`src/hdl/sbl_pkg.sv`:
```
// Package for the source byte lexer: types, token codes, keyword table and scan helpers.
package sbl_pkg;

   localparam int PosBits  = 16;
   localparam int KwCount  = 16;

   typedef logic [PosBits-1:0] pos_type;
   localparam pos_type PosMax = '1;
   localparam logic [15:0] LenMax = 16'hFFFF;

   typedef enum logic [3:0] {
      ModeIdle, ModeNumber, ModeNumDot, ModeFraction, ModeIdent,
      ModeString, ModeChar, ModeSlash, ModeComment, ModeOp
   } mode_type;

   // token kinds
   localparam logic [5:0] KindDot    = 6'd6;
   localparam logic [5:0] KindSlash  = 6'd9;
   localparam logic [5:0] KindBang   = 6'd11;
   localparam logic [5:0] KindAssign = 6'd13;
   localparam logic [5:0] KindLess   = 6'd15;
   localparam logic [5:0] KindGreat  = 6'd17;
   localparam logic [5:0] KindString = 6'd19;
   localparam logic [5:0] KindNumber = 6'd20;
   localparam logic [5:0] KindChar   = 6'd21;
   localparam logic [5:0] KindIdent  = 6'd22;
   localparam logic [5:0] KindKw0    = 6'd23;
   localparam logic [5:0] KindEnd    = 6'd39;
   localparam logic [5:0] KindError  = 6'd40;

   // error codes
   localparam logic [1:0] ErrNone         = 2'd0;
   localparam logic [1:0] ErrUnexpected   = 2'd1;
   localparam logic [1:0] ErrUnterminated = 2'd2;

   // characters
   localparam logic [7:0] ChNewline = 8'h0A;
   localparam logic [7:0] ChDot     = 8'h2E;
   localparam logic [7:0] ChSlash   = 8'h2F;
   localparam logic [7:0] ChQuote   = 8'h22;
   localparam logic [7:0] ChApos    = 8'h27;
   localparam logic [7:0] ChEqual   = 8'h3D;

   localparam logic [47:0] KwText [KwCount] = '{
      {"&&", 32'h0}, "struct", {"else", 16'h0}, {"false", 8'h0},
      {"for", 24'h0}, {"fun", 24'h0}, {"if", 32'h0}, {"null", 16'h0},
      {"||", 32'h0}, {"print", 8'h0}, "return", {"super", 8'h0},
      {"self", 16'h0}, {"true", 16'h0}, {"let", 24'h0}, {"while", 8'h0}
   };
   localparam logic [2:0] KwLen [KwCount] = '{
      3'd2, 3'd6, 3'd4, 3'd5, 3'd3, 3'd3, 3'd2, 3'd4,
      3'd2, 3'd5, 3'd6, 3'd5, 3'd4, 3'd4, 3'd3, 3'd5
   };

   typedef struct packed {
      logic [5:0]  kind;
      logic [1:0]  err;
      logic [15:0] offset;
      logic [15:0] length;
      logic [15:0] line;
      logic [15:0] column;
   } token_type;

   typedef struct packed {
      logic [1:0]          n;
      token_type [2:0]     t;
   } token_group_type;

   typedef struct packed {
      mode_type        mode;
      logic [7:0]      held;
      pos_type         offset;
      pos_type         line;
      pos_type         column;
      pos_type         start_offset;
      pos_type         start_line;
      pos_type         start_column;
      logic [15:0]     length;
      logic [KwCount-1:0] kw;
   } lex_state_type;

   typedef struct packed {
      lex_state_type st;
      logic          v;
      token_type     tok;
   } idle_res_type;

   function automatic lex_state_type reset_state();
      lex_state_type s;
      s.mode         = ModeIdle;
      s.held         = 8'h00;
      s.offset       = '0;
      s.line         = PosBits'(1);
      s.column       = '0;
      s.start_offset = '0;
      s.start_line   = PosBits'(1);
      s.start_column = '0;
      s.length       = 16'h0000;
      s.kw           = '1;
      return s;
   endfunction

   function automatic pos_type sat_inc(pos_type v);
      return (v == PosMax) ? v : v + PosBits'(1);
   endfunction

   function automatic logic [15:0] fld(pos_type p);
      logic [31:0] w;
      w = 32'(p);
      return w[15:0];
   endfunction

   function automatic lex_state_type take_fn(lex_state_type si, logic [7:0] b);
      lex_state_type s;
      s = si;
      s.offset = sat_inc(si.offset);
      if (b == ChNewline) begin
         s.line   = sat_inc(si.line);
         s.column = '0;
      end else begin
         s.column = sat_inc(si.column);
      end
      s.length = (si.length == LenMax) ? si.length : si.length + 16'd1;
      return s;
   endfunction

   function automatic lex_state_type begin_fn(lex_state_type si);
      lex_state_type s;
      s = si;
      s.start_offset = si.offset;
      s.start_line   = si.line;
      s.start_column = si.column;
      s.length       = 16'h0000;
      return s;
   endfunction

   function automatic logic is_num(logic [7:0] b);
      return (b >= "0" && b <= "9") || b == "_";
   endfunction

   function automatic logic is_word_char(logic [7:0] b);
      return (b >= "a" && b <= "z") || (b >= "A" && b <= "Z") ||
             b == "_" || b == "&" || b == "|";
   endfunction

   function automatic logic [7:0] kw_byte(int k, logic [2:0] p);
      logic [7:0] c;
      case (p)
         3'd0: c = KwText[k][47:40];
         3'd1: c = KwText[k][39:32];
         3'd2: c = KwText[k][31:24];
         3'd3: c = KwText[k][23:16];
         3'd4: c = KwText[k][15:8];
         3'd5: c = KwText[k][7:0];
         default: c = 8'h00;
      endcase
      return c;
   endfunction

   function automatic logic [KwCount-1:0] narrow_fn(logic [KwCount-1:0] kw,
                                                    logic [7:0] b, logic [15:0] len);
      logic [KwCount-1:0] r;
      r = kw;
      for (int k = 0; k < KwCount; k++) begin
         if (len >= 16'(KwLen[k]) || kw_byte(k, len[2:0]) != b) r[k] = 1'b0;
      end
      return r;
   endfunction

   function automatic logic [5:0] ident_kind(lex_state_type s);
      logic [5:0] kd;
      kd = KindIdent;
      for (int k = KwCount - 1; k >= 0; k--) begin
         if (s.kw[k] && s.length == 16'(KwLen[k])) kd = KindKw0 + 6'(k);
      end
      return kd;
   endfunction

   function automatic logic [5:0] single_kind(logic [7:0] b);
      logic [5:0] kd;
      case (b)
         "(": kd = 6'd0;
         ")": kd = 6'd1;
         "{": kd = 6'd2;
         "}": kd = 6'd3;
         ";": kd = 6'd4;
         ",": kd = 6'd5;
         ".": kd = KindDot;
         "-": kd = 6'd7;
         "+": kd = 6'd8;
         "*": kd = 6'd10;
         default: kd = 6'h3F;
      endcase
      return kd;
   endfunction

   function automatic logic [5:0] op_kind(logic [7:0] b);
      logic [5:0] kd;
      case (b)
         "!": kd = KindBang;
         "=": kd = KindAssign;
         "<": kd = KindLess;
         default: kd = KindGreat;
      endcase
      return kd;
   endfunction

   function automatic token_type pend(lex_state_type s, logic [5:0] kd, logic [1:0] e);
      token_type t;
      t.kind   = kd;
      t.err    = e;
      t.offset = fld(s.start_offset);
      t.length = s.length;
      t.line   = fld(s.start_line);
      t.column = fld(s.start_column);
      return t;
   endfunction

   function automatic idle_res_type idle_fn(lex_state_type si, logic [7:0] b);
      idle_res_type r;
      logic [5:0]   sk;
      sk = single_kind(b);
      r.st = si;
      r.st.mode = ModeIdle;
      r.v = 1'b0;
      r.tok = '0;
      if (b == " " || b == 8'h09 || b == 8'h0D || b == ChNewline) begin
         r.st = take_fn(r.st, b);
      end else if (is_num(b)) begin
         r.st = take_fn(begin_fn(r.st), b);
         r.st.mode = ModeNumber;
      end else if (is_word_char(b)) begin
         r.st = begin_fn(r.st);
         r.st.kw = narrow_fn('1, b, 16'h0000);
         r.st = take_fn(r.st, b);
         r.st.mode = ModeIdent;
      end else if (sk != 6'h3F) begin
         r.st = take_fn(begin_fn(r.st), b);
         r.tok = pend(r.st, sk, ErrNone);
         r.v = 1'b1;
      end else if (b == ChSlash) begin
         r.st = take_fn(begin_fn(r.st), b);
         r.st.mode = ModeSlash;
      end else if (b == "!" || b == "=" || b == "<" || b == ">") begin
         r.st = take_fn(begin_fn(r.st), b);
         r.st.held = b;
         r.st.mode = ModeOp;
      end else if (b == ChQuote) begin
         r.st = take_fn(begin_fn(r.st), b);
         r.st.mode = ModeString;
      end else if (b == ChApos) begin
         r.st = begin_fn(take_fn(r.st, b));
         r.st.mode = ModeChar;
      end else begin
         r.st = take_fn(begin_fn(r.st), b);
         r.tok = pend(r.st, KindError, ErrUnexpected);
         r.v = 1'b1;
      end
      return r;
   endfunction

endpackage

```
`src/hdl/source_byte_lexer_core.sv`:
```
// Source byte lexer top level: input register, scan step, result register.
//
// Usage:
//  - req channel: one word per cycle, a source byte or an end marker
//    (req_end_of_source high). A word is taken when req_valid is high and
//    req_stall is low.
//  - rsp channel: tokens with kind, error code, offset, length, line and
//    column; rsp_last flags the final token caused by one request word.
//    A word that only extends a token, or is blank or comment text,
//    causes no token. One word causes at most three tokens.
//  - Path: a word is held in the input register, and its tokens are offered
//    from the result register once that register can take the group.
//  - Throughput: one word per cycle while each word causes at most one
//    token and rsp_stall is low; tokens leave one per cycle while rsp_stall
//    is low, so a word causing more stalls the input until its last token leaves.
//  - Stall: when rsp_stall holds a token back, the next word waits
//    in the input register and req_stall rises; nothing is lost.
//  - Reset: synchronous, active high; scan state returns to the start of
//    a source (line 1, column 0, offset 0) and both registers empty.
//    The end marker also returns the scanner to that state.
module source_byte_lexer_core (
   input  logic        clock,
   input  logic        reset,
   input  logic        req_valid,
   output logic        req_stall,
   input  logic [7:0]  req_source_byte,
   input  logic        req_end_of_source,
   output logic        rsp_valid,
   input  logic        rsp_stall,
   output logic [5:0]  rsp_token_kind,
   output logic [1:0]  rsp_error_kind,
   output logic [15:0] rsp_token_offset,
   output logic [15:0] rsp_token_length,
   output logic [15:0] rsp_line_number,
   output logic [15:0] rsp_column_number,
   output logic        rsp_last
);

   // input register
   logic                     in_valid_ff;
   logic [7:0]               in_byte_ff;
   logic                     in_end_ff;

   // scanner state
   sbl_pkg::lex_state_type   state_ff;
   sbl_pkg::lex_state_type   state_in;

   sbl_pkg::token_group_type group;
   sbl_pkg::token_type       head;
   logic                     load_ok;
   logic                     fire;

   // a held word is scanned once the result register can take its group
   assign fire      = in_valid_ff && load_ok;
   assign req_stall = in_valid_ff && !load_ok;

   always_ff @(posedge clock) begin
      if (!req_stall) begin
         in_byte_ff <= req_source_byte;
         in_end_ff  <= req_end_of_source;
      end
      if (reset) begin
         in_valid_ff <= 1'b0;
         state_ff    <= sbl_pkg::reset_state();
      end else begin
         if (!req_stall) in_valid_ff <= req_valid;
         if (fire) state_ff <= state_in;
      end
   end

   sbl_step u_step (
      .state_cur (state_ff),
      .byte_cur  (in_byte_ff),
      .end_cur   (in_end_ff),
      .state_in  (state_in),
      .group     (group)
   );

   sbl_out_queue u_queue (
      .clock     (clock),
      .reset     (reset),
      .load      (fire),
      .group     (group),
      .rsp_stall (rsp_stall),
      .load_ok   (load_ok),
      .rsp_valid (rsp_valid),
      .head      (head),
      .last      (rsp_last)
   );

   assign rsp_token_kind    = head.kind;
   assign rsp_error_kind    = head.err;
   assign rsp_token_offset  = head.offset;
   assign rsp_token_length  = head.length;
   assign rsp_line_number   = head.line;
   assign rsp_column_number = head.column;

`ifndef SYNTHESIS
   // input only backs up behind a pending token
   a_stall_has_token: assert property (@(posedge clock) disable iff (reset)
      req_stall |-> rsp_valid) else $error("input stalled with empty result register");

   // end marker always yields at least the end token
   a_end_emits: assert property (@(posedge clock) disable iff (reset)
      (fire && in_end_ff) |-> (group.n != 2'd0)) else $error("end marker without token");

   // end marker restarts the source position
   a_end_restarts: assert property (@(posedge clock) disable iff (reset)
      (fire && in_end_ff) |=> (state_ff.mode == sbl_pkg::ModeIdle && state_ff.offset == '0))
      else $error("scanner not restarted after end marker");
`endif

endmodule

```
`src/hdl/sbl_step.sv`:
```
// Scan step: next lexer state and the up to three tokens caused by one word.
module sbl_step (
   input  sbl_pkg::lex_state_type   state_cur,
   input  logic [7:0]               byte_cur,
   input  logic                     end_cur,
   output sbl_pkg::lex_state_type   state_in,
   output sbl_pkg::token_group_type group
);

   sbl_pkg::lex_state_type   s;
   sbl_pkg::token_group_type g;
   sbl_pkg::idle_res_type    r;
   sbl_pkg::token_type       t;

   always_comb begin
      s = state_cur;
      g = '0;
      r = '0;
      t = '0;
      if (end_cur) begin
         case (s.mode)
            sbl_pkg::ModeNumber, sbl_pkg::ModeFraction: begin
               g.t[g.n] = sbl_pkg::pend(s, sbl_pkg::KindNumber, sbl_pkg::ErrNone);
               g.n = g.n + 2'd1;
            end
            sbl_pkg::ModeNumDot: begin
               g.t[g.n] = sbl_pkg::pend(s, sbl_pkg::KindNumber, sbl_pkg::ErrNone);
               g.n = g.n + 2'd1;
               r = sbl_pkg::idle_fn(s, sbl_pkg::ChDot);
               s = r.st;
               g.t[g.n] = r.tok;
               g.n = g.n + 2'd1;
            end
            sbl_pkg::ModeIdent: begin
               g.t[g.n] = sbl_pkg::pend(s, sbl_pkg::ident_kind(s), sbl_pkg::ErrNone);
               g.n = g.n + 2'd1;
            end
            sbl_pkg::ModeString: begin
               g.t[g.n] = sbl_pkg::pend(s, sbl_pkg::KindError, sbl_pkg::ErrUnterminated);
               g.n = g.n + 2'd1;
            end
            sbl_pkg::ModeChar: begin
               g.t[g.n] = sbl_pkg::pend(s, sbl_pkg::KindChar, sbl_pkg::ErrNone);
               g.n = g.n + 2'd1;
            end
            sbl_pkg::ModeSlash: begin
               g.t[g.n] = sbl_pkg::pend(s, sbl_pkg::KindSlash, sbl_pkg::ErrNone);
               g.n = g.n + 2'd1;
            end
            sbl_pkg::ModeOp: begin
               g.t[g.n] = sbl_pkg::pend(s, sbl_pkg::op_kind(s.held), sbl_pkg::ErrNone);
               g.n = g.n + 2'd1;
            end
            default: ;
         endcase
         t.kind   = sbl_pkg::KindEnd;
         t.err    = sbl_pkg::ErrNone;
         t.offset = sbl_pkg::fld(s.offset);
         t.length = 16'h0000;
         t.line   = sbl_pkg::fld(s.line);
         t.column = sbl_pkg::fld(s.column);
         g.t[g.n] = t;
         g.n = g.n + 2'd1;
         s = sbl_pkg::reset_state();
      end else begin
         case (s.mode)
            sbl_pkg::ModeNumber, sbl_pkg::ModeFraction: begin
               if (sbl_pkg::is_num(byte_cur)) begin
                  s = sbl_pkg::take_fn(s, byte_cur);
               end else if (s.mode == sbl_pkg::ModeNumber && byte_cur == sbl_pkg::ChDot) begin
                  s.held = byte_cur;
                  s.mode = sbl_pkg::ModeNumDot;
               end else begin
                  g.t[g.n] = sbl_pkg::pend(s, sbl_pkg::KindNumber, sbl_pkg::ErrNone);
                  g.n = g.n + 2'd1;
                  r = sbl_pkg::idle_fn(s, byte_cur);
                  s = r.st;
                  if (r.v) begin
                     g.t[g.n] = r.tok;
                     g.n = g.n + 2'd1;
                  end
               end
            end
            sbl_pkg::ModeNumDot: begin
               if (sbl_pkg::is_num(byte_cur)) begin
                  s = sbl_pkg::take_fn(sbl_pkg::take_fn(s, sbl_pkg::ChDot), byte_cur);
                  s.mode = sbl_pkg::ModeFraction;
               end else begin
                  g.t[g.n] = sbl_pkg::pend(s, sbl_pkg::KindNumber, sbl_pkg::ErrNone);
                  g.n = g.n + 2'd1;
                  r = sbl_pkg::idle_fn(s, sbl_pkg::ChDot);
                  g.t[g.n] = r.tok;
                  g.n = g.n + 2'd1;
                  r = sbl_pkg::idle_fn(r.st, byte_cur);
                  s = r.st;
                  if (r.v) begin
                     g.t[g.n] = r.tok;
                     g.n = g.n + 2'd1;
                  end
               end
            end
            sbl_pkg::ModeIdent: begin
               if (sbl_pkg::is_num(byte_cur) || sbl_pkg::is_word_char(byte_cur)) begin
                  s.kw = sbl_pkg::narrow_fn(s.kw, byte_cur, s.length);
                  s = sbl_pkg::take_fn(s, byte_cur);
               end else begin
                  g.t[g.n] = sbl_pkg::pend(s, sbl_pkg::ident_kind(s), sbl_pkg::ErrNone);
                  g.n = g.n + 2'd1;
                  r = sbl_pkg::idle_fn(s, byte_cur);
                  s = r.st;
                  if (r.v) begin
                     g.t[g.n] = r.tok;
                     g.n = g.n + 2'd1;
                  end
               end
            end
            sbl_pkg::ModeString: begin
               s = sbl_pkg::take_fn(s, byte_cur);
               if (byte_cur == sbl_pkg::ChQuote) begin
                  g.t[g.n] = sbl_pkg::pend(s, sbl_pkg::KindString, sbl_pkg::ErrNone);
                  g.n = g.n + 2'd1;
                  s.mode = sbl_pkg::ModeIdle;
               end
            end
            sbl_pkg::ModeChar: begin
               s = sbl_pkg::take_fn(s, byte_cur);
               g.t[g.n] = sbl_pkg::pend(s, sbl_pkg::KindChar, sbl_pkg::ErrNone);
               g.n = g.n + 2'd1;
               s.mode = sbl_pkg::ModeIdle;
            end
            sbl_pkg::ModeSlash: begin
               if (byte_cur == sbl_pkg::ChSlash) begin
                  s = sbl_pkg::take_fn(s, byte_cur);
                  s.mode = sbl_pkg::ModeComment;
               end else begin
                  g.t[g.n] = sbl_pkg::pend(s, sbl_pkg::KindSlash, sbl_pkg::ErrNone);
                  g.n = g.n + 2'd1;
                  r = sbl_pkg::idle_fn(s, byte_cur);
                  s = r.st;
                  if (r.v) begin
                     g.t[g.n] = r.tok;
                     g.n = g.n + 2'd1;
                  end
               end
            end
            sbl_pkg::ModeComment: begin
               s = sbl_pkg::take_fn(s, byte_cur);
               if (byte_cur == sbl_pkg::ChNewline) s.mode = sbl_pkg::ModeIdle;
            end
            sbl_pkg::ModeOp: begin
               if (byte_cur == sbl_pkg::ChEqual) begin
                  s = sbl_pkg::take_fn(s, byte_cur);
                  g.t[g.n] = sbl_pkg::pend(s, sbl_pkg::op_kind(s.held) + 6'd1,
                                           sbl_pkg::ErrNone);
                  g.n = g.n + 2'd1;
                  s.mode = sbl_pkg::ModeIdle;
               end else begin
                  g.t[g.n] = sbl_pkg::pend(s, sbl_pkg::op_kind(s.held), sbl_pkg::ErrNone);
                  g.n = g.n + 2'd1;
                  r = sbl_pkg::idle_fn(s, byte_cur);
                  s = r.st;
                  if (r.v) begin
                     g.t[g.n] = r.tok;
                     g.n = g.n + 2'd1;
                  end
               end
            end
            default: begin
               r = sbl_pkg::idle_fn(s, byte_cur);
               s = r.st;
               if (r.v) begin
                  g.t[g.n] = r.tok;
                  g.n = g.n + 2'd1;
               end
            end
         endcase
      end
      state_in = s;
      group    = g;
   end

endmodule

```
`src/hdl/sbl_out_queue.sv`:
```
// Result register: holds one group of up to three tokens and hands them out in order.
module sbl_out_queue (
   input  logic                     clock,
   input  logic                     reset,
   input  logic                     load,
   input  sbl_pkg::token_group_type group,
   input  logic                     rsp_stall,
   output logic                     load_ok,
   output logic                     rsp_valid,
   output sbl_pkg::token_type       head,
   output logic                     last
);

   sbl_pkg::token_type [2:0] slot_ff;
   sbl_pkg::token_type [2:0] slot_in;
   logic [1:0]               count_ff;
   logic [1:0]               count_in;
   logic                     pop;

   assign rsp_valid = (count_ff != 2'd0);
   assign pop       = rsp_valid && !rsp_stall;
   assign load_ok   = (count_ff == 2'd0) || (count_ff == 2'd1 && !rsp_stall);
   assign head      = slot_ff[0];
   assign last      = (count_ff == 2'd1);

   always_comb begin
      slot_in  = slot_ff;
      count_in = count_ff;
      if (load) begin
         slot_in  = group.t;
         count_in = group.n;
      end else if (pop) begin
         slot_in[0] = slot_ff[1];
         slot_in[1] = slot_ff[2];
         count_in   = count_ff - 2'd1;
      end
   end

   always_ff @(posedge clock) begin
      slot_ff <= slot_in;
      if (reset) begin
         count_ff <= 2'd0;
      end else begin
         count_ff <= count_in;
      end
   end

endmodule

```
`config.mk`:
```
export PLATFORM = sky130hd
export DESIGN_NAME = source_byte_lexer_core
export DESIGN_NICKNAME = d
export VERILOG_FILES = /design/src/hdl/sbl_pkg.sv /design/src/hdl/source_byte_lexer_core.sv /design/src/hdl/sbl_step.sv /design/src/hdl/sbl_out_queue.sv
export SDC_FILE = /design/constraint.sdc
export NUM_CORES = 1
export LEC_CHECK = 0
export BUFFER_PORTS_ARGS = -buffer_cell sky130_fd_sc_hd__buf_2
export CAP_MARGIN = 0
export CELL_PAD_IN_SITES_DETAIL_PLACEMENT = 0
export CELL_PAD_IN_SITES_GLOBAL_PLACEMENT = 2
export CORE_ASPECT_RATIO = 1.2
export CORE_MARGIN = 5
export CORE_UTILIZATION = 35
export CTS_CLUSTER_DIAMETER = 120
export DETAILED_ROUTE_END_ITERATION = 12
export PLACE_DENSITY = 0.85
export SLEW_MARGIN = 10
export SYNTH_ARGS = -nofsm -noshare
export SYNTH_HDL_FRONTEND = slang
export SYNTH_HIERARCHICAL = 1
export SYNTH_SLANG_ARGS = --single-unit
```
`constraint.sdc`:
```
create_clock -name clock -period 11.3 [get_ports clock]
set_input_delay 0.565 -clock clock [delete_from_list [all_inputs] [get_ports clock]]
set_output_delay 0.565 -clock clock [all_outputs]
set_load 0.01 [all_outputs]
```
==> reports/results.tsv <==
metric	value	unit
Hold WC Path Type	primary input to flop	
global-route wire length before repair	188.5	mm
clk buf depth	3	
Rows	119	
wire per inst	26.88	um
Num CTS Buffers	44	
synth warn	6	
Setup Skew	0.04488	ns
port bufs	87	
Peak Freq	174.3	MHz
hold bufs inserted after CTS	0	
# clock sinks	368	
die footprint	93880	um2
WP data required	11.82	ns
placed cell area	31140	um2
Vias/cell	6.355	
FF+latch count, synth	368	
post-route ant nets	0	
DPL Wire Length	83.55	mm
Worst path slowest cell	mux2i_1	
fin nets	3565	
Finished Layout Cells	4716	
Slew Limit Fails	0	
Hold Violations, Final	0	
final std cell area, no fill	32530	um2
top cells by count, synth	343 x a21oi_1, 297 x nand2_1, 273 x o21ai_0	
EDFF count, synth	225	
RSZ-0062 raised after global routing	false	
worst vdd ir	0.08059	mV
root buffer cell	clkbuf_16	
critical path's most frequent cell	ha_1	
# IOs	88	
setup TNS	0	ns
cell count of the worst hold path	1	
Startpoint Class	flop	
Pre-antenna DRT Iters	6	
largest net degree at the start of global routing	103	
Reg2Reg Depth	15	
critical-path cell list	ha_1 -> nand3_2 -> or4_4 -> nor2_8 -> mux2i_1 -> inv_1 -> ha_1 -> o21a_1 -> nand2_2 -> o21ai_0 -> o32ai_1 -> xor2_1 -> a22o_1 -> nand3_1 -> a21oi_1	
Syn Inst Count	3747	
Initial Util	0.3511	
final WL	126.8	mm
top cells by area, synth	edfxtp_1 22%, dfxtp_1 9.3%, a21oi_1 5.6%	
most frequent cell after synthesis	a21oi_1	
clk slew on worst S/H paths	0.07	ns
Async SR Flop Fraction	0	
final cycle utilization of the critical path	0.5076	
WS Path Type	flop to flop	
layout cells sized above 1	0.1674	
Syn Area/Cell	8.204	um2
critical path capture point type	flop	
mapped cell area	30740	um2
vias in the first global route	28120	
Arrival @ worst endpoint	6.25	ns
RePlAce Congestion	0.9905	
die span in y	334.7	um
Worst Min Path Start	req_source_byte[0]	
setup bufs post-CTS	0	
CP peak stage delay	0.81	ns
RR Startpoint	state_ff[112]	
DRC violations left	0	
status	finished clean	
max-capacitance violation count	0	
Main synth FF type	edfxtp_1	
Yosys top cell by area	edfxtp_1	
DP Worst Slack	5.763	ns
Layout area overhead	5.833	%
Reg2Reg Setup Slack	5.56	ns
core area	87550	um2
Worst Slack Setup Final	5.564	ns
first-iteration detailed-routing DRC count	3403	
Yosys top cell area share	0.2198	
CTS tree	done	
Relative slew margins	0.1725	
worst slew pin tran	1.237	ns
global-route usage over all layers	0.2568	
PwrDens	115.7	nW/um2
crit path max fanout	19	
Setup-failing EPs final	0	
Worst-Skew Late Latency	0.62	ns
Critical R2R Capture	state_ff[69]	
Hold EP	in_byte_ff[0]	
Distinct cells, synth	121	
sequential fraction of the synthesis area	0.3129	
die width	280.5	um
ANT cells	0	
initial antenna violation count	1	
via count	29970	
total global routing overflow	0	
H-tree levels	2	
post-route minimum period	5.736	ns
PostCTS Resize Cnt	0	
placed insts	4636	
leakage	10.65	nW
## worst max path at each step
| stage | slack, ns | start | cells past startpoint | to |
|---|---|---|---|---|
| after floorplan | 3.37 | u_queue/count_ff[0] | 3 | u_queue/head[0] |
| after global placement | 5.78 | state_ff[91] | 14 | state_ff[43] |
| after detailed placement | 5.76 | state_ff[112] | 15 | state_ff[69] |
| after CTS | 5.72 | state_ff[91] | 14 | state_ff[43] |
| after global routing | 5.16 | state_ff[91] | 14 | state_ff[43] |
| final | 5.56 | state_ff[112] | 15 | state_ff[69] |
## final cells by class
| type | instances | area, um2 |
|---|---|---|
| Fill cell | 9161 | 55020 |
| Tap cell | 1149 | 1438 |
| Sequential cell | 368 | 9623 |
| Multi-Input combinational cell | 2896 | 18750 |
| Timing Repair Buffer | 182 | 1164 |
| Clock buffer | 63 | 1245 |
| Inverter | 41 | 161.4 |
| Clock inverter | 17 | 152.6 |
## worst max-delay path: cells and delay by family, from the launching register on
| family | cells | cell delay [ns] |
|---|---|---|
| muxes | 1 | 0.81 |
| and+or+nand+nor | 5 | 1.48 |
| DFF | 1 | 0.79 |
| adders and majority gates | 2 | 0.92 |
| buffers and inverters | 1 | 0.11 |
| xor gates and xnor gates | 1 | 0.29 |
| AOI/OAI and AO/OA | 5 | 1.21 |
## per-stage QoR
step	util	hold WS, ns	total power, W
6_report	0.3716	0.1226	0.003765
5_1_grt	0.3716	0.1102	0.003919
4_1_cts	0.3716	0.09508	0.003806
3_5_place_dp	0.3556	0.5334	0.002354
3_3_place_gp	0.3556	0.5256	0.002351
2_1_floorplan	-	0.4634	0.002199
## sequential cells by signal (all words and copies together), names as in the netlist
| name | flops |
|---|---|
| in_byte_ff | 8 |
| in_end_ff | 1 |
| in_valid_ff | 1 |
| state_ff | 140 |
| u_queue/count_ff | 2 |
| u_queue/head | 72 |
| u_queue/slot_ff | 144 |
## logic make-up after synthesis
logic type,share of synthesized area
compound gates,0.2947
xor+xnor,0.02703
fa+ha+maj,0.007733
buf+inv,0.08450
flops,0.3129
mux,0.07184
other cells,0.0001220
simple gates,0.2012
## routing by layer
layer  global-route usage  routed length [um]
met2               0.4119               57920
met4               0.1297                7464
met1               0.3341               51390
met3              0.04387                9990
met5                    0                   9
## report_power, final
| part | switching [W] | internal [W] | total [W] |
|---|---|---|---|
| combinational | 0.000485 | 0.000210 | 0.000695 |
| clock | 0.000621 | 0.000813 | 0.00143 |
| sequential | 0.0000619 | 0.00157 | 0.00164 |
## layout by cell type (no fill, tap or decap), types with 58 or more instances in the layout
cell type  instances
xnor2_1           64
nand3_1          214
dfxtp_1          142
o22ai_1           70
buf_4             95
nor2_1           261
a22o_1            58
nor3_1           100
edfxtp_1         225
a21oi_1          342
buf_2             86
mux2_2           151
a21bo_2          124
nand2_1          296
o21ai_0          272
Note: power is estimated with default switching activity, not from simulation.
